==> src/design/picu_pkg.sv <==
// ----------------------------------------------------------------------------
// picu_pkg
// Types, codes and helpers shared by the interrupt controller modules.
// ----------------------------------------------------------------------------
package picu_pkg;

	typedef enum logic [1:0] {
		KIND_WRITE  = 2'd0,
		KIND_READ   = 2'd1,
		KIND_SAMPLE = 2'd2,
		KIND_ACK    = 2'd3
	} kind_t;

	typedef enum logic [1:0] {
		PHASE_READY = 2'd0,
		PHASE_ICW2  = 2'd1,
		PHASE_ICW3  = 2'd2,
		PHASE_ICW4  = 2'd3
	} phase_t;

	localparam int LEVELS = 8;
	localparam int LVL_W  = 3;

	localparam int ICW1_INIT_POS = 4;
	localparam int ICW1_IC4_POS  = 0;
	localparam int ICW1_SNGL_POS = 1;
	localparam int ICW4_AEOI_POS = 1;
	localparam int OCW_SEL_POS   = 3;
	localparam int OCW2_EOI_POS  = 5;
	localparam int OCW2_SL_POS   = 6;
	localparam int OCW3_RR_POS   = 1;
	localparam int OCW3_RIS_POS  = 0;

	localparam logic [LVL_W-1:0] SPURIOUS_LEVEL = 3'd7;

	typedef struct packed {
		kind_t       kind;
		logic        port_select;
		logic [7:0]  write_data;
		logic [7:0]  request_lines;
	} item_t;

	typedef struct packed {
		logic [7:0]  read_data;
		logic        interrupt_pending;
		logic [7:0]  vector;
		logic        vector_valid;
	} result_t;

	typedef struct packed {
		logic             found;
		logic [LVL_W-1:0] level;
	} prio_t;

	function automatic prio_t lowest_set(input logic [LEVELS-1:0] v);
		prio_t r;
		r.found = 1'b0;
		r.level = '0;
		for (int i = LEVELS - 1; i >= 0; i--) begin
			if (v[i]) begin
				r.found = 1'b1;
				r.level = LVL_W'(i);
			end
		end
		return r;
	endfunction

	function automatic logic [LEVELS-1:0] level_bit(input logic [LVL_W-1:0] l);
		return LEVELS'(1) << l;
	endfunction

	// level that an acknowledge would grant, with found clear when none
	function automatic prio_t eligible(input logic [LEVELS-1:0] irr,
			input logic [LEVELS-1:0] imr, input logic [LEVELS-1:0] isr);
		prio_t req;
		prio_t srv;
		prio_t r;
		req = lowest_set(irr & ~imr);
		srv = lowest_set(isr);
		r.level = req.level;
		r.found = req.found && (!srv.found || req.level < srv.level);
		return r;
	endfunction

endpackage

==> src/design/picu_core.sv <==
// ----------------------------------------------------------------------------
// picu_core
// Controller state registers and the combinational update for one beat.
// ----------------------------------------------------------------------------
module picu_core (
	input  logic             clk,
	input  logic             arst_n,
	input  logic             advance,
	input  picu_pkg::item_t  item,
	output picu_pkg::result_t result
);
	import picu_pkg::*;

	phase_t            phase_q, phase_d;
	logic              needs_icw4_q, needs_icw4_d;
	logic              single_mode_q, single_mode_d;
	logic [4:0]        vector_base_q, vector_base_d;
	logic [7:0]        cascade_word_q, cascade_word_d;
	logic              auto_eoi_q, auto_eoi_d;
	logic [LEVELS-1:0] mask_q, mask_d;
	logic [LEVELS-1:0] irr_q, irr_d;
	logic [LEVELS-1:0] isr_q, isr_d;
	logic              read_isr_q, read_isr_d;
	logic [7:0]        prev_lines_q, prev_lines_d;

	always_ff @(posedge clk or negedge arst_n) begin
		if (!arst_n) begin
			phase_q <= PHASE_READY;
		end else if (advance) begin
			phase_q <= phase_d;
		end
	end

	always_ff @(posedge clk or negedge arst_n) begin
		if (!arst_n) begin
			needs_icw4_q   <= 1'b0;
			single_mode_q  <= 1'b0;
			vector_base_q  <= '0;
			cascade_word_q <= '0;
			auto_eoi_q     <= 1'b0;
			mask_q         <= '0;
			irr_q          <= '0;
			isr_q          <= '0;
			read_isr_q     <= 1'b0;
			prev_lines_q   <= '0;
		end else if (advance) begin
			needs_icw4_q   <= needs_icw4_d;
			single_mode_q  <= single_mode_d;
			vector_base_q  <= vector_base_d;
			cascade_word_q <= cascade_word_d;
			auto_eoi_q     <= auto_eoi_d;
			mask_q         <= mask_d;
			irr_q          <= irr_d;
			isr_q          <= isr_d;
			read_isr_q     <= read_isr_d;
			prev_lines_q   <= prev_lines_d;
		end
	end

	always_comb begin
		prio_t      grant;
		prio_t      top_isr;
		prio_t      after;
		logic [7:0] d;
		d              = item.write_data;
		grant          = eligible(irr_q, mask_q, isr_q);
		top_isr        = lowest_set(isr_q);
		phase_d        = phase_q;
		needs_icw4_d   = needs_icw4_q;
		single_mode_d  = single_mode_q;
		vector_base_d  = vector_base_q;
		cascade_word_d = cascade_word_q;
		auto_eoi_d     = auto_eoi_q;
		mask_d         = mask_q;
		irr_d          = irr_q;
		isr_d          = isr_q;
		read_isr_d     = read_isr_q;
		prev_lines_d   = prev_lines_q;
		result         = '0;

		case (item.kind)
			KIND_WRITE: begin
				if (item.port_select) begin
					case (phase_q)
						PHASE_ICW2: begin
							vector_base_d = d[7:3];
							if (!single_mode_q) begin
								phase_d = PHASE_ICW3;
							end else begin
								phase_d = needs_icw4_q ? PHASE_ICW4 : PHASE_READY;
							end
						end
						PHASE_ICW3: begin
							cascade_word_d = d;
							phase_d = needs_icw4_q ? PHASE_ICW4 : PHASE_READY;
						end
						PHASE_ICW4: begin
							auto_eoi_d = d[ICW4_AEOI_POS];
							phase_d    = PHASE_READY;
						end
						default: begin
							mask_d = d;
						end
					endcase
				end else if (d[ICW1_INIT_POS]) begin
					needs_icw4_d  = d[ICW1_IC4_POS];
					single_mode_d = d[ICW1_SNGL_POS];
					mask_d        = '0;
					irr_d         = '0;
					isr_d         = '0;
					auto_eoi_d    = 1'b0;
					read_isr_d    = 1'b0;
					phase_d       = PHASE_ICW2;
				end else if (!d[OCW_SEL_POS]) begin
					if (d[OCW2_EOI_POS]) begin
						if (d[OCW2_SL_POS]) begin
							isr_d = isr_q & ~level_bit(d[LVL_W-1:0]);
						end else if (top_isr.found) begin
							isr_d = isr_q & ~level_bit(top_isr.level);
						end
					end
				end else if (d[OCW3_RR_POS]) begin
					read_isr_d = d[OCW3_RIS_POS];
				end
			end
			KIND_READ: begin
				if (item.port_select) begin
					result.read_data = mask_q;
				end else begin
					result.read_data = read_isr_q ? isr_q : irr_q;
				end
			end
			KIND_SAMPLE: begin
				irr_d        = irr_q | (item.request_lines & ~prev_lines_q);
				prev_lines_d = item.request_lines;
			end
			default: begin
				if (grant.found) begin
					irr_d = irr_q & ~level_bit(grant.level);
					if (!auto_eoi_q) begin
						isr_d = isr_q | level_bit(grant.level);
					end
				end
				result.vector       = {vector_base_q,
					grant.found ? grant.level : SPURIOUS_LEVEL};
				result.vector_valid = 1'b1;
			end
		endcase

		after = eligible(irr_d, mask_d, isr_d);
		result.interrupt_pending = after.found;
	end

endmodule

==> src/design/programmable_interrupt_controller_unit.sv <==
// ----------------------------------------------------------------------------
// programmable_interrupt_controller_unit
// Single 8259-style interrupt controller driven by a beat stream.
// ----------------------------------------------------------------------------
// Every accepted beat (bus write, bus read, request-line sample or interrupt
// acknowledge) yields exactly one result beat. A beat is taken every cycle
// unless the output side stalls; the input register feeds one state update
// through an eight-level priority encoder into the result register, which
// offers the result. The result register parts the two sides, so input
// beats keep flowing while a result waits, until both stages are full.
module programmable_interrupt_controller_unit (
	input  logic        clk,
	input  logic        arst_n,
	input  logic        s_tvalid,
	output logic        s_tready,
	input  logic [23:0] s_tdata,  // port_select, write_data[7:0], request_lines[7:0], zeros
	input  logic [1:0]  s_tuser,  // kind[1:0]
	output logic        m_tvalid,
	input  logic        m_tready,
	output logic [23:0] m_tdata,  // read_data[7:0], interrupt_pending, vector[7:0], zeros
	output logic        m_tuser   // vector_valid
);
	import picu_pkg::*;

	logic    valid_s1;
	item_t   item_s1;
	logic    advance;
	result_t result;
	logic    m_valid_q;
	result_t result_q;

	assign advance  = valid_s1 && (!m_valid_q || m_tready);
	assign s_tready = !valid_s1 || advance;

	always_ff @(posedge clk or negedge arst_n) begin
		if (!arst_n) begin
			valid_s1 <= 1'b0;
		end else if (s_tready) begin
			valid_s1 <= s_tvalid;
		end
	end

	always_ff @(posedge clk) begin
		if (s_tvalid && s_tready) begin
			item_s1.kind          <= kind_t'(s_tuser);
			item_s1.port_select   <= s_tdata[0];
			item_s1.write_data    <= s_tdata[8:1];
			item_s1.request_lines <= s_tdata[16:9];
		end
	end

	picu_core u_core (
		.clk     (clk),
		.arst_n  (arst_n),
		.advance (advance),
		.item    (item_s1),
		.result  (result)
	);

	always_ff @(posedge clk or negedge arst_n) begin
		if (!arst_n) begin
			m_valid_q <= 1'b0;
		end else if (advance) begin
			m_valid_q <= 1'b1;
		end else if (m_tready) begin
			m_valid_q <= 1'b0;
		end
	end

	always_ff @(posedge clk) begin
		if (advance) begin
			result_q <= result;
		end
	end

	assign m_tvalid = m_valid_q;
	assign m_tdata  = {7'd0, result_q.vector, result_q.interrupt_pending,
		result_q.read_data};
	assign m_tuser  = result_q.vector_valid;

	a_empty_takes: assert property (@(posedge clk) disable iff (!arst_n)
		!valid_s1 |-> s_tready)
		else $error("input stage empty but not ready");

	a_hold_s1: assert property (@(posedge clk) disable iff (!arst_n)
		valid_s1 && !advance |=> valid_s1 && $stable(item_s1))
		else $error("stalled beat lost from input stage");

	a_result_out: assert property (@(posedge clk) disable iff (!arst_n)
		advance |=> m_valid_q)
		else $error("processed beat produced no result");

endmodule

==> config.mk <==
export PLATFORM = sky130hd
export DESIGN_NAME = programmable_interrupt_controller_unit
export DESIGN_NICKNAME = d
export VERILOG_FILES = /design/src/design/picu_pkg.sv /design/src/design/picu_core.sv /design/src/design/programmable_interrupt_controller_unit.sv
export SDC_FILE = /design/constraint.sdc
export NUM_CORES = 1
export LEC_CHECK = 0
export BUFFER_PORTS_ARGS = -buffer_cell sky130_fd_sc_hd__buf_4
export CAP_MARGIN = 20
export CORE_MARGIN = 2
export CORE_UTILIZATION = 55
export DETAILED_ROUTE_END_ITERATION = 10
export PLACE_DENSITY = 0.73
export SYNTH_ARGS = -nofsm -noshare
export SYNTH_HDL_FRONTEND = slang
export SYNTH_SLANG_ARGS = --single-unit
==> constraint.sdc <==
create_clock -name clk -period 11.1 [get_ports clk]
set_clock_uncertainty 0.15 [all_clocks]
set_input_delay 0 -clock clk [delete_from_list [all_inputs] [get_ports clk]]
set_output_delay 0 -clock clk [all_outputs]
set_load 0.03 [all_outputs]
# Word-level counts from Yosys, hierarchy flattened
# Index checks and enable logic that the tools add are counted.
dict set report classes {
  n_eq_ne 7
  n_reduce_logical 26
  shifts 3
  bitwise_logic 15
  n_lt_le_gt_ge 2
  muxes 66
}
# op count
set op_table {}
lappend op_table {{2-to-1 mux 8 bit} 17}
lappend op_table {{2-to-1 mux 4 bit} 32}
lappend op_table {{AND 8 bit} 6}
lappend op_table {{NOT 8 bit} 6}
lappend op_table {{one-hot mux 8 bit (3 select lines)} 1}
lappend op_table {{<< shifter 1 x 3 -> 8 bit, first input constant} 3}
lappend op_table {{OR 8 bit} 2}
lappend op_table {{one-hot mux 8 bit (2 select lines)} 1}
lappend op_table {{AND reduction 4 bit} 4}
lappend op_table {{2-to-1 mux 1 bit} 9}
lappend op_table {{2-to-1 mux 2 bit} 4}
lappend op_table {{nonzero test 2 bit} 4}
lappend op_table {{equality test 2 bit, second input constant} 3}
lappend op_table {{< comparator 3 bit} 2}
lappend op_table {{one-hot mux 2 bit (3 select lines)} 1}
lappend op_table {{OR reduction 3 bit} 2}
lappend op_table {{AND reduction 5 bit} 1}
lappend op_table {{equality test 2 x 1 -> 1 bit, second input constant} 2}
lappend op_table {{logical AND 1 bit} 4}
lappend op_table {{zero test 1 bit} 4}
lappend op_table {{logical OR 1 bit} 4}
lappend op_table {{!= test 4 x 1 -> 1 bit, second input constant} 1}
lappend op_table {{2-to-1 mux 3 bit} 1}
lappend op_table {{zero test 2 bit} 1}
lappend op_table {{4 further kinds} 4}
dict set report totals {
  ff_bits 82
  out_inout_bits 27
  elab_cells 139
}

# Depth between registers and ports, before layout
# Gate-level depths: netlist of the first run.
dict set report depth {
  depth_word 29
  ltp_mapped 18
  mapped_depth_nobuf 18
}

# Hierarchy
# From an unflattened synthesis of the first run, not the netlist that was laid out.
dict set report unflattened {
  cells_unflattened 525
  hier_area_um2 5059.9
}
# mod seq_area_each_um2 area_per_inst_um2 cells_each n_inst
set modules_own_cells {}
lappend modules_own_cells {picu_core 1076.0 3788.6 472 1}
lappend modules_own_cells {programmable_interrupt_controller_unit 1161.1 1271.2 53 1}

# Worst setup path after synthesis of the first run
# No wires, ideal clock.
dict set report synth_timing {
  path_kind {reg2reg}
  from {reg u_core.isr_q[0]}
  to {reg result_q, in the netlist m_tdata[8] (data pin)}
  path_slack_ns 6.992
  path_buffers 0
  required_ns 10.793
  path_stages_with_launch 16
  t_arrival_ns 3.801
  path_cell_list {dfrtp_1 or4_4 nand2b_1 ha_1 o21a_1 o22a_1 or3b_1 a31oi_1 a221oi_1 nor3b_1 nor2b_1 ha_1 a211o_1 a221oi_1 nand3b_1 a32oi_1}
}
# item line
set synth_rtl {}
lappend synth_rtl {{start, declared} picu_core.sv:22} ;# logic [LEVELS-1:0] isr_q, isr_d;
lappend synth_rtl {{start signal, assigned} picu_core.sv:54} ;# isr_q <= isr_d;
lappend synth_rtl {{end signal, assigned} programmable_interrupt_controller_unit.sv:72} ;# result_q <= result;
lappend synth_rtl {{end, declared} programmable_interrupt_controller_unit.sv:30} ;# result_t result_q;

==> qor.yml, run 1 <==
outcome:
  outcome: "finished, final reports clean"
drt:
  remaining_drc_errors: 0
  drt-initial-drc-count: 405
  vias: 4060
  routedWlPerCell_um: 19.0
  viasPerCell: 6.30
  drt_first_pass_iters: 5
  ant_nets: 0
  routed_wl_um: 12200
placement:
  port_buffers: 42
  dp_slack_ns: 6.32
  place_congestion: 0.937
  dpl_cell_area_um2: 5060
  dp.final_hpwl_um: 8530
worst_setup_path:
  path_max_fanout: 7
  cp_slowest_cell: "nor3_1"
  cp.arrival_ns: 5.07
  cp.required_ns: 11.15
  crit_type: "reg -> reg"
  cpMostUsedCell: "a221oi_1"
  critPathMaxStageDelay_ns: 0.57
  critPathLaunchType: "flip-flop"
  path_cells: "nand2b_1, nand2_1, nor3_1, nor2_1, ha_1, o21a_1, o22a_1, nor3b_1, a211o_1, a221oi_1, nor2_1, a221oi_1, nor3b_1, ha_1, a211o_1, a221oi_1, nand3b_1, a32oi_1"
  worstSetupEndpointType: "flip-flop"
job:
  cap_violations: 0
die:
  num_rows: 33
  die_area_um2: 9290
  die_w_um: 96.4
  die_height_um: 96.4
  ioPinCount: 57
  core-area_um2: 8260
  start_util_pct: 56.9
grt:
  grt_pass1_wl_um: 19500
  grt_max_degree: 46
  gr-usage-all-layers_pct: 28.2
  grt_pass1_vias: 3832
  overflow: 0
  antenna_found_initial: 0
clock_network:
  cts.sink_count: 82
  htreeDepth: 3
  clockBufferDepth: 2
  cts_tree: "yes"
  clk_pin_slew_ns: 0.10
  post_cts_buffers: 0
  cts_root_buf: "clkbuf_8"
  cts_resized: 0
  numCtsBuffers: 9
  insertion_delay_ns: 0.37
timing:
  tightestPinTransition_ns: 1.09
  slew_headroom_pct: 26.6
  finalHoldViolCount: 0
  maxSlewViolCount: 0
  setup_viol: 0
  rsz0062_at_grt: "false"
  fin_crit_sh_pct: 45.3
  tns_ns: 0
  setup_ws_ns: 6.08
  period_minus_slack_ns: 5.02
  max_freq_ghz: 0.199
layout:
  final_area_um2: 5500
  fin_nets: 572
  nFillCells: 671
  syn_to_final_growth_pct: 17.0
  final_util_pct: 66.6
  diodes: 0
  final_layout_size_suffix_gt1_share_pct: 16.7
logic_synthesis:
  synth_cells: 474
  ys_ff_latch: 82
  syn_area_per_cell_um2: 9.91
  seq_area_frac_synth_pct: 47.6
  synth-edff-count: 37
  netlist-cell-type-count: 69
  synthArstFlopShare_pct: 54.9
  synth_ff_type: "dfrtp_1"
  synth.cell_area_um2: 4700
  ys_warn_count: 0
power_and_ir_drop:
  power.density_nw_per_um2: 164
  p_leak_nw: 2.28
  ir_drop_mv: 0.101
  power_uw: 900
min_path:
  hold_path.class: "in -> async"
## placed cells by master, fill, tap and decap left out, types with 4 or more instances in the layout
master	n
nand2_1	51
buf_4	45
dfrtp_1	45
o21ai_0	41
edfxtp_1	37
a21oi_1	27
nor2_1	26
dlygate4sd3_1	23
and2_1	19
nand2b_1	18
nor2b_1	15
mux2_2	15
nor3b_1	11
inv_1	10
clkbuf_8	10
a22o_1	9
nor3_1	8
mux2i_1	8
ha_1	8
o31ai_1	7
a221oi_1	7
conb_1	7
nand3b_1	6
o21a_1	5
a31oi_1	5
o22a_1	4
or2_2	4
o21ai_1	4
a41oi_1	4
## cells by family (layout without fill, tap and decap cells)
| group | count (synthesis) | after routing | synth area share [%] |
|---|---|---|---|
| other cells | 1 | 7 | 0.0798 |
| simple gates | 178 | 178 | 20.6 |
| fa+ha+maj | 8 | 8 | 2.13 |
| compound gates | 145 | 145 | 20.6 |
| buf+inv | 37 | 96 | 3.57 |
| flops | 82 | 82 | 47.6 |
| mux | 23 | 23 | 5.30 |
## timing repair
item	4_1_cts	5_1_grt
hold endpoints to repair	66	0
hold buffers	23	0
endpoints found under the setup margin	0	0
## layout make-up
class / instances / area, µm² / share of cell area [%]
clock buffers: 10 / 138 / 2.50
clock inverters: 6 / 55.1 / 1.00
inverters: 11 / 41.3 / 0.751
multi-input cells: 361 / 2310 / 42.1
flip-flops and latches: 82 / 2240 / 40.7
well taps: 105 / 131 / 2.39
repair buffers: 69 / 581 / 10.6
## worst max-delay path, delay by kind of cell, from the launching register on
kind            cells  cell delay [ns]
compound gates      8             2.23
simple gates        8             1.45
fa+ha+maj           2             0.56
flops               1             0.45
## cells in the mapped netlist, drive strengths merged (9+ instances only)
cell,instances,share of area [%]
o21ai,46,5.0
dfrtp,45,24
and2,19,2.5
a21oi,28,3.1
inv,10,0.80
nor3b,11,1.8
nor2b,15,2.0
clkbuf,18,1.5
nor2,26,2.1
nand2,51,4.1
edfxtp,37,24
nand2b,18,2.4
mux2,15,3.6
nor3,9,1.2
a22o,9,1.7
## per-stage QoR
step	cells	hold slack, ns
finish	644	0.0203
global route	644	0.0768
floorplan	480	-0.446
detailed placement	604	-0.109
CTS	643	0.0467
global placement	604	-0.113
## path summary, 6_finish.rpt
path / depth (start not counted) / start / slack [ns] / to
worst min register to register: 1 / item_s1[2] / 0.36 / u_core.prev_lines_q[2]
min in group clk: 2 / s_tdata[9] / 0.20 / item_s1[0]
worst min-delay path: 2 / arst_n / 0.02 / valid_s1
worst max register to register: 18 / u_core.mask_q[4] / 6.08 / m_tdata[8]
worst max-delay path: 18 / u_core.mask_q[4] / 6.08 / m_tdata[8]
max in group asynchronous: 2 / arst_n / 10.39 / u_core.irr_q[2]
## where the power goes
part | total, mW | internal (mW) | switching (mW) | leakage, nW
Clock | 0.213 | 0.0921 | 0.120 | 0.0998
Combinational | 0.274 | 0.114 | 0.160 | 1.24
Sequential | 0.413 | 0.367 | 0.0468 | 0.940
## layer usage
metal,GRT usage [%],routed length [µm],vias up
li1,-,-,1865
met1,39.6,5400,1956
met2,45.1,5720,210
met3,4.27,869,29
met4,9.27,252,0
met5,0,0,-
## state kept, by name (all words and copies together) (netlist names)
name	flops
u_core.read_isr_q	1
u_core.needs_icw4_q	1
valid_s1	1
m_tdata	17
u_core.auto_eoi_q	1
u_core.isr_q	8
item_s1	19
m_tuser	1
m_tvalid	1
u_core.single_mode_q	1
u_core.phase_q	2
u_core.prev_lines_q	8
u_core.vector_base_q	5
u_core.mask_q	8
u_core.irr_q	8
(Power assumes the default switching activity.)
==> inputs of run 2 (changes only) <==
--- a/config.mk
+++ b/config.mk
@@ -8,9 +8,9 @@
 export BUFFER_PORTS_ARGS = -buffer_cell sky130_fd_sc_hd__buf_4
 export CAP_MARGIN = 20
 export CORE_MARGIN = 2
-export CORE_UTILIZATION = 55
+export CORE_UTILIZATION = 53
 export DETAILED_ROUTE_END_ITERATION = 10
-export PLACE_DENSITY = 0.73
+export PLACE_DENSITY = 0.74
 export SYNTH_ARGS = -nofsm -noshare
 export SYNTH_HDL_FRONTEND = slang
 export SYNTH_SLANG_ARGS = --single-unit
==> constraint.sdc (replaced) <==
create_clock -name clk -period 4.1 [get_ports clk]
set_clock_uncertainty 0.15 [all_clocks]
set_input_delay 0 -clock clk [delete_from_list [all_inputs] [get_ports clk]]
set_output_delay 0 -clock clk [all_outputs]
set_load 0.03 [all_outputs]
==> run 2 against run 1 <==
Effect of this change: utilization rose by 5.8 points; maximum frequency rose by 25%; first-iteration DRC count rose by 38%; register-to-register slack got worse by 6.0 ns; wire length rose by 21%.
==> qor.yml, run 2 (synthesized netlist as in run 1, its figures left out) <==
worst_setup_path:
  reg2reg_from: "u_core.isr_q[1]"  # was u_core.mask_q[4]
  rr_worst_depth: 15  # was 18
  reg2reg_slack_ns: 0.07  # was 6.08 ns
  path_max_fanout: 6  # was 7
  cp.required_ns: 4.17  # was 11.15 ns
  crit_type: "reg -> reg"  # unchanged
  critPathLaunchType: "flip-flop"  # unchanged
  worstSetupEndpointType: "flip-flop"  # unchanged
  cp.arrival_ns: 4.10  # was 5.07 ns
  r2r_end: "m_tdata[8]"  # unchanged
clock_network:
  htreeDepth: 3  # unchanged
  numCtsBuffers: 9  # unchanged
  cts_root_buf: "clkbuf_8"  # unchanged
  insertion_delay_ns: 0.37  # about the same
  clk_pin_slew_ns: 0.10  # about the same
  clockBufferDepth: 2  # unchanged
  cts.sink_count: 82  # unchanged
  cts_tree: "yes"  # unchanged
drt:
  drt-initial-drc-count: 560  # was 405
  viasPerCell: 6.37  # was 6.30
  vias: 4548  # was 4060
  routedWlPerCell_um: 20.7  # was 19.0 µm
  ant_nets: 0  # unchanged
  remaining_drc_errors: 0  # unchanged
  drt_first_pass_iters: 6  # was 5
  routed_wl_um: 14800  # was 12200 µm
power_and_ir_drop:
  p_int_mw: 1.80  # was 573 µW
  power.density_nw_per_um2: 454  # was 164 nW/µm²
  ir_drop_mv: 0.286  # was 0.101 mV
  p_sw_share_pct: 36.9  # was 36.3%
  pwr-share-seq_pct: 38.4  # was 45.9%
  p_comb_share_pct: 38.6  # was 30.5%
  clockPowerShare_pct: 23.0  # was 23.6%
  p_leak_nw: 2.68  # was 2.28 nW
  power_switching_mw: 1.05  # was 327 µW
timing:
  fin_crit_sh_pct: 98.2  # was 45.3%
  period_minus_slack_ns: 4.03  # was 5.02 ns
  finalHoldViolCount: 0  # unchanged
  setup_ws_ns: 0.0731  # was 6.08 ns
  max_freq_ghz: 0.248  # was 0.199 GHz
  maxSlewViolCount: 0  # unchanged
  tightestPinTransition_ns: 0.963  # was 1.09 ns
  rsz0062_at_grt: "true"  # was false
  setup_viol: 0  # unchanged
  slew_headroom_pct: 34.8  # was 26.6%
placement:
  port_buffers: 42  # unchanged
  place_inst: 668  # was 604
  dp.final_hpwl_um: 10000  # was 8530 µm
  place_congestion: 1.01  # was 0.937
  dpl_cell_area_um2: 5550  # was 5060 µm²
  dp_slack_ns: -0.171  # was 6.32 ns
job:
  cap_violations: 0  # unchanged
grt:
  grt_pass1_vias: 4280  # was 3832
  grt_pass1_wl_um: 22700  # was 19500 µm
  antenna_found_initial: 0  # unchanged
  gr-usage-all-layers_pct: 30.5  # was 28.2%
  overflow: 0  # unchanged
  grt_max_degree: 46  # unchanged
die:
  ioPinCount: 57  # unchanged
  core-area_um2: 8680  # was 8260 µm²
  die_w_um: 98.1  # was 96.4 µm
  num_rows: 34  # was 33
  die_area_um2: 9630  # was 9290 µm²
  die_height_um: 98.1  # was 96.4 µm
  start_util_pct: 54.1  # was 56.9%
layout:
  finalNonFillerCells: 714  # was 644
  final_area_um2: 6280  # was 5500 µm²
  syn_to_final_growth_pct: 33.6  # was 17.0%
  final_layout_size_suffix_gt1_share_pct: 32.5  # was 16.7%
  nFillCells: 638  # was 671
  diodes: 0  # unchanged
  fin_nets: 639  # was 572
  largest_reg_flops: 19  # unchanged
  mostFrequentLayoutCells: "buf_4 (113), nand2_1 (51), dfrtp_1 (44)"  # was nand2_1 (51), buf_4 (45), dfrtp_1 (45)
  regMostFlops: "item_s1"  # unchanged
  final_common_cell: "buf_4"  # was nand2_1
min_path:
  hold_path.class: "in -> async"  # unchanged
outcome:
  outcome: "finished, final reports clean"  # unchanged
## run 2: changes by cell type in the layout (fill, tap and decap cells not counted), moves of 4 or more
cell,change
a221oi_2,+5
nor2_1,-4
buf_4,+68
nor2b_1,-5
nor2_2,+4
a221oi_1,-6
nor2b_4,+4
## run 2: power by group through the flow
stage / logic, mW / clock network (mW) / registers [mW]
5_1_grt: 1.17 / 0.688 / 1.11
4_1_cts: 0.978 / 0.653 / 1.08
3_3_place_gp: 0.894 / 0 / 1.09
2_1_floorplan: 0.511 / 0 / 1.11
3_5_place_dp: 0.913 / 0 / 1.09
6_report: 1.10 / 0.656 / 1.09
## run 2: how the worst max path moves through the flow
| stage | endpoint | from |
|---|---|---|
| final | m_tdata[8] | u_core.isr_q[1] |
| after global routing | m_tdata[8] | u_core.mask_q[4] |
| after CTS | m_tdata[8] | u_core.isr_q[0] |
| after detailed placement | m_tdata[8] | u_core.isr_q[0] |
| after global placement | m_tdata[8] | u_core.isr_q[0] |
| after floorplan | m_tdata[8] | u_core.isr_q[0] |
## run 2: area by class of cell
class / instances / area, µm² / share of cell area, %
timing repair buffer: 136 / 1080 / 17.2
inverter: 11 / 41.3 / 0.658
multi-input combinational: 361 / 2570 / 40.9
clock buffer: 9 / 124 / 1.97
clock inverter: 7 / 90.1 / 1.44
sequential: 82 / 2240 / 35.7
tap: 108 / 135 / 2.15
## run 2: timing repair
action                                  4_1_cts  5_1_grt
pin swaps                                     8       16
endpoints found under the setup margin        1        1
hold buffers                                 23        0
resized for setup                            15       34
hold endpoints to repair                     66        0
buffers inserted                              3        4
## run 2: through the flow
stage	utilization (%)	setup TNS (ns)	total power, mW	hold WS [ns]
4_1_cts	70.1	0	2.71	0.0541
3_3_place_gp	63.9	-0.0190	1.98	-0.101
6_report	72.3	0	2.85	0.0143
5_1_grt	72.3	-0.0815	2.97	0.0903
3_5_place_dp	63.9	-0.171	2.01	-0.0940
2_1_floorplan	-	0	1.63	-0.446
## run 2: metal layers
metal	up-vias	global-route usage [%]	wire length, µm
met5	-	0	0
li1	2000	-	-
met2	335	48.3	6770
met3	70	4.72	1540
met4	0	12.4	670
met1	2143	42.5	5800
## run 2: worst max-delay path, stage by stage, from the launching register on
cell      delay (ns)
dfrtp_1         0.39
or4_4           0.54
nand2b_4        0.16
ha_4            0.21
o21a_1          0.10
o22a_4          0.23
or3b_4          0.43
a31oi_4         0.19
a221oi_4        0.06
nor3b_2         0.22
nor2b_2         0.17
ha_1            0.24
a211o_1         0.31
a221oi_2        0.17
nand3b_1        0.11
a32oi_1         0.20
==> inputs of run 3 (changes only) <==
--- a/config.mk
+++ b/config.mk
@@ -10,7 +10,7 @@
 export CORE_MARGIN = 2
 export CORE_UTILIZATION = 53
 export DETAILED_ROUTE_END_ITERATION = 10
-export PLACE_DENSITY = 0.74
+export PLACE_DENSITY = 0.8
 export SYNTH_ARGS = -nofsm -noshare
 export SYNTH_HDL_FRONTEND = slang
 export SYNTH_SLANG_ARGS = --single-unit
==> constraint.sdc (replaced) <==
create_clock -name clk -period 4.1 [get_ports clk]
set_clock_uncertainty 0.15 [all_clocks]
set_input_delay 0 -clock clk [delete_from_list [all_inputs] [get_ports clk]]
set_output_delay 0 -clock clk [all_outputs]
set_load 0.1 [all_outputs]
==> run 3 against run 2 <==
Effect of this change: sequential cell count unchanged; sequential power barely moved; design area shrank 1.1%; highest routed layer unchanged; critical endpoint unchanged; cell count grew 0.14%; hold slack better by 0.043 ns; die area unchanged.
==> qor.yml, run 3 (synthesized netlist as in run 1, its figures left out) <==
clock_network:
  cts_root_buf: "clkbuf_8"  # unchanged
  clockBufferDepth: 2  # unchanged
  cts_tree: "yes"  # unchanged
  cts.sink_count: 82  # unchanged
  insertion_delay_ns: 0.37  # about the same
  numCtsBuffers: 9  # unchanged
  htreeDepth: 3  # unchanged
  clk_pin_slew_ns: 0.10  # about the same
layout:
  syn_to_final_growth_pct: 32.2  # was 33.6%
  fin_nets: 640  # was 639
  mostFrequentLayoutCells: "buf_4 (113), nand2_1 (50), dfrtp_1 (44)"  # was buf_4 (113), nand2_1 (51), dfrtp_1 (44)
  final_util_pct: 71.5  # was 72.3%
  regArea_um2: 2240  # unchanged
  largest_reg_flops: 19  # unchanged
  diodes: 0  # unchanged
  multiInputGateArea_um2: 2530  # was 2570 µm²
  final_common_cell: "buf_4"  # unchanged
  regMostFlops: "item_s1"  # unchanged
  final_layout_size_suffix_gt1_share_pct: 31.6  # was 32.5%
  nFillCells: 643  # was 638
timing:
  rsz0062_at_grt: "true"  # unchanged
  fin_crit_sh_pct: 99.2  # was 98.2%
  tightestPinTransition_ns: 0.833  # was 0.963 ns
  hold_slack_ns: 0.0572  # was 0.0143 ns
  setup_viol: 0  # unchanged
  slew_headroom_pct: 43.9  # was 34.8%
  maxSlewViolCount: 0  # unchanged
  max_freq_ghz: 0.246  # was 0.248 GHz
  finalHoldViolCount: 0  # unchanged
  period_minus_slack_ns: 4.07  # was 4.03 ns
drt:
  ant_nets: 0  # unchanged
  vias: 4419  # was 4548
  viasPerCell: 6.18  # was 6.37
  remaining_drc_errors: 0  # unchanged
  routed_wl_um: 14600  # was 14800 µm
  drt-initial-drc-count: 526  # was 560
  drt_first_pass_iters: 5  # was 6
  routedWlPerCell_um: 20.4  # was 20.7 µm
worst_setup_path:
  worstSetupEndpointType: "flip-flop"  # unchanged
  path_buf_inv: 0  # unchanged
  critPathLaunchType: "flip-flop"  # unchanged
  path_max_fanout: 6  # unchanged
  path_delay_family: "compound AO/OA/AOI/OAI gates"  # was simple AND/OR/NAND/NOR gates
  path_depth: 16  # was 15
  rr_worst_depth: 16  # was 15
  path_cells: "or4_4, nand2b_4, ha_4, o21a_1, o22a_4, nor3b_2, a211o_1, a221oi_2, nor2_1, a221oi_2, nor3b_2, ha_2, a211o_1, a221oi_2, nand3b_1, a32oi_1"  # was or4_4, nand2b_4, ha_4, o21a_1, o22a_4, or3b_4, a31oi_4, a221oi_4, nor3b_2, nor2b_2, ha_1, a211o_1, a221oi_2, nand3b_1, a32oi_1
  cpMostUsedCell: "a221oi_2"
  cp.arrival_ns: 4.12  # was 4.10 ns
  crit_type: "reg -> reg"  # unchanged
  critPathMaxStageDelay_ns: 0.54  # about the same
  cp_slowest_cell: "or4_4"  # unchanged
  cp.required_ns: 4.15  # was 4.17 ns
power_and_ir_drop:
  power.density_nw_per_um2: 458  # was 454 nW/µm²
  ir_drop_mv: 0.307  # was 0.286 mV
  p_leak_nw: 2.65  # was 2.68 nW
grt:
  busiest_layer: "met2"  # unchanged
  use_met1_pct: 40.4  # was 42.5%
  use_met2_pct: 49.1  # was 48.3%
  grt_pass1_wl_um: 22900  # was 22700 µm
  grt_pass1_vias: 4297  # was 4280
  antenna_found_initial: 0  # unchanged
  overflow: 0  # unchanged
  grt_max_degree: 46  # unchanged
  gr-usage-all-layers_pct: 30.8  # was 30.5%
  met3_usage_pct: 6.16  # was 4.72%
outcome:
  outcome: "finished, final reports clean"  # unchanged
placement:
  place_congestion: 0.998  # was 1.01
  port_buffers: 42  # unchanged
  dp.final_hpwl_um: 10100  # was 10000 µm
die:
  die_area_um2: 9630  # unchanged
  die_w_um: 98.1  # unchanged
  start_util_pct: 54.1  # unchanged
  die_height_um: 98.1  # unchanged
  num_rows: 34  # unchanged
  ioPinCount: 57  # unchanged
  core-area_um2: 8680  # unchanged
job:
  cap_violations: 0  # unchanged
min_path:
  hold_path.class: "in -> async"  # unchanged
run 3: changes by cell type in the layout (fill, tap and decap cells not counted), sizes merged:
cell	previous run	this run
bufinv	1	0
inv	16	13
clkbuf	9	10
clkinvlp	0	3
buf	113	114
run 3: timing repair:
item | 4_1_cts | 5_1_grt
setup buffers | 0 | 6
resized for setup | 14 | 27
endpoints found under the setup margin | 1 | 1
hold buffers | 23 | 0
pin swaps | 6 | 18
hold endpoints to repair | 66 | 0
run 3: metrics by stage:
| stage | setup TNS (ns) | setup WS, ns | power [mW] | cells | instance area (µm²) |
|---|---|---|---|---|---|
| after floorplan | 0 | 0.00954 | 1.76 | 480 | 4740 |
| after global placement | -0.00125 | -0.00125 | 2.11 | 671 | 5570 |
| after detailed placement | -0.125 | -0.125 | 2.14 | 671 | 5570 |
| after CTS | 0 | 0.00749 | 2.74 | 710 | 6050 |
| after global routing | -0.154 | -0.154 | 2.96 | 715 | 6210 |
| final | 0 | 0.0314 | 2.84 | 715 | 6210 |
run 3: layout make-up:
type | instances | area share, %
inverter | 11 | 0.665
timing repair buffer | 137 | 17.6
clock inverter | 6 | 0.786
sequential | 82 | 36.1
tap | 108 | 2.18
clock buffer | 10 | 2.06
multi-input combinational | 361 | 40.7
run 3: worst paths after layout:
| path | endpoint | slack (ns) | start |
|---|---|---|---|
| worst min register to register | u_core.vector_base_q[2] | 0.36 | u_core.vector_base_q[2] |
| worst min-delay path | u_core.prev_lines_q[7] | 0.06 | arst_n |
| worst max register to register | m_tdata[8] | 0.03 | u_core.isr_q[0] |
| min in group clk | item_s1[4] | 0.20 | s_tdata[13] |
| worst max-delay path | m_tdata[8] | 0.03 | u_core.isr_q[0] |
| max in group asynchronous | u_core.isr_q[0] | 3.30 | arst_n |
run 3: worst reg2reg max path, delay by kind of cell, from the launching register on:
kind	cells	cell delay, ns
adders and majority gates	2	0.45
DFF	1	0.42
and+or+nand+nor	6	1.09
AOI/OAI and AO/OA	8	1.82
run 3: per-layer routing:
metal	vias to the layer above	part of all wire (%)
met5	-	0
met4	0	5.3
met3	61	8.3
met2	267	46
met1	2085	40
li1	2006	-
run 3: where the power goes:
group          leakage, nW  internal, mW  switching (mW)
combinational         1.63         0.495           0.711
sequential           0.938         0.993          0.0914
clock               0.0799         0.227           0.327
total                 2.65          1.71            1.13
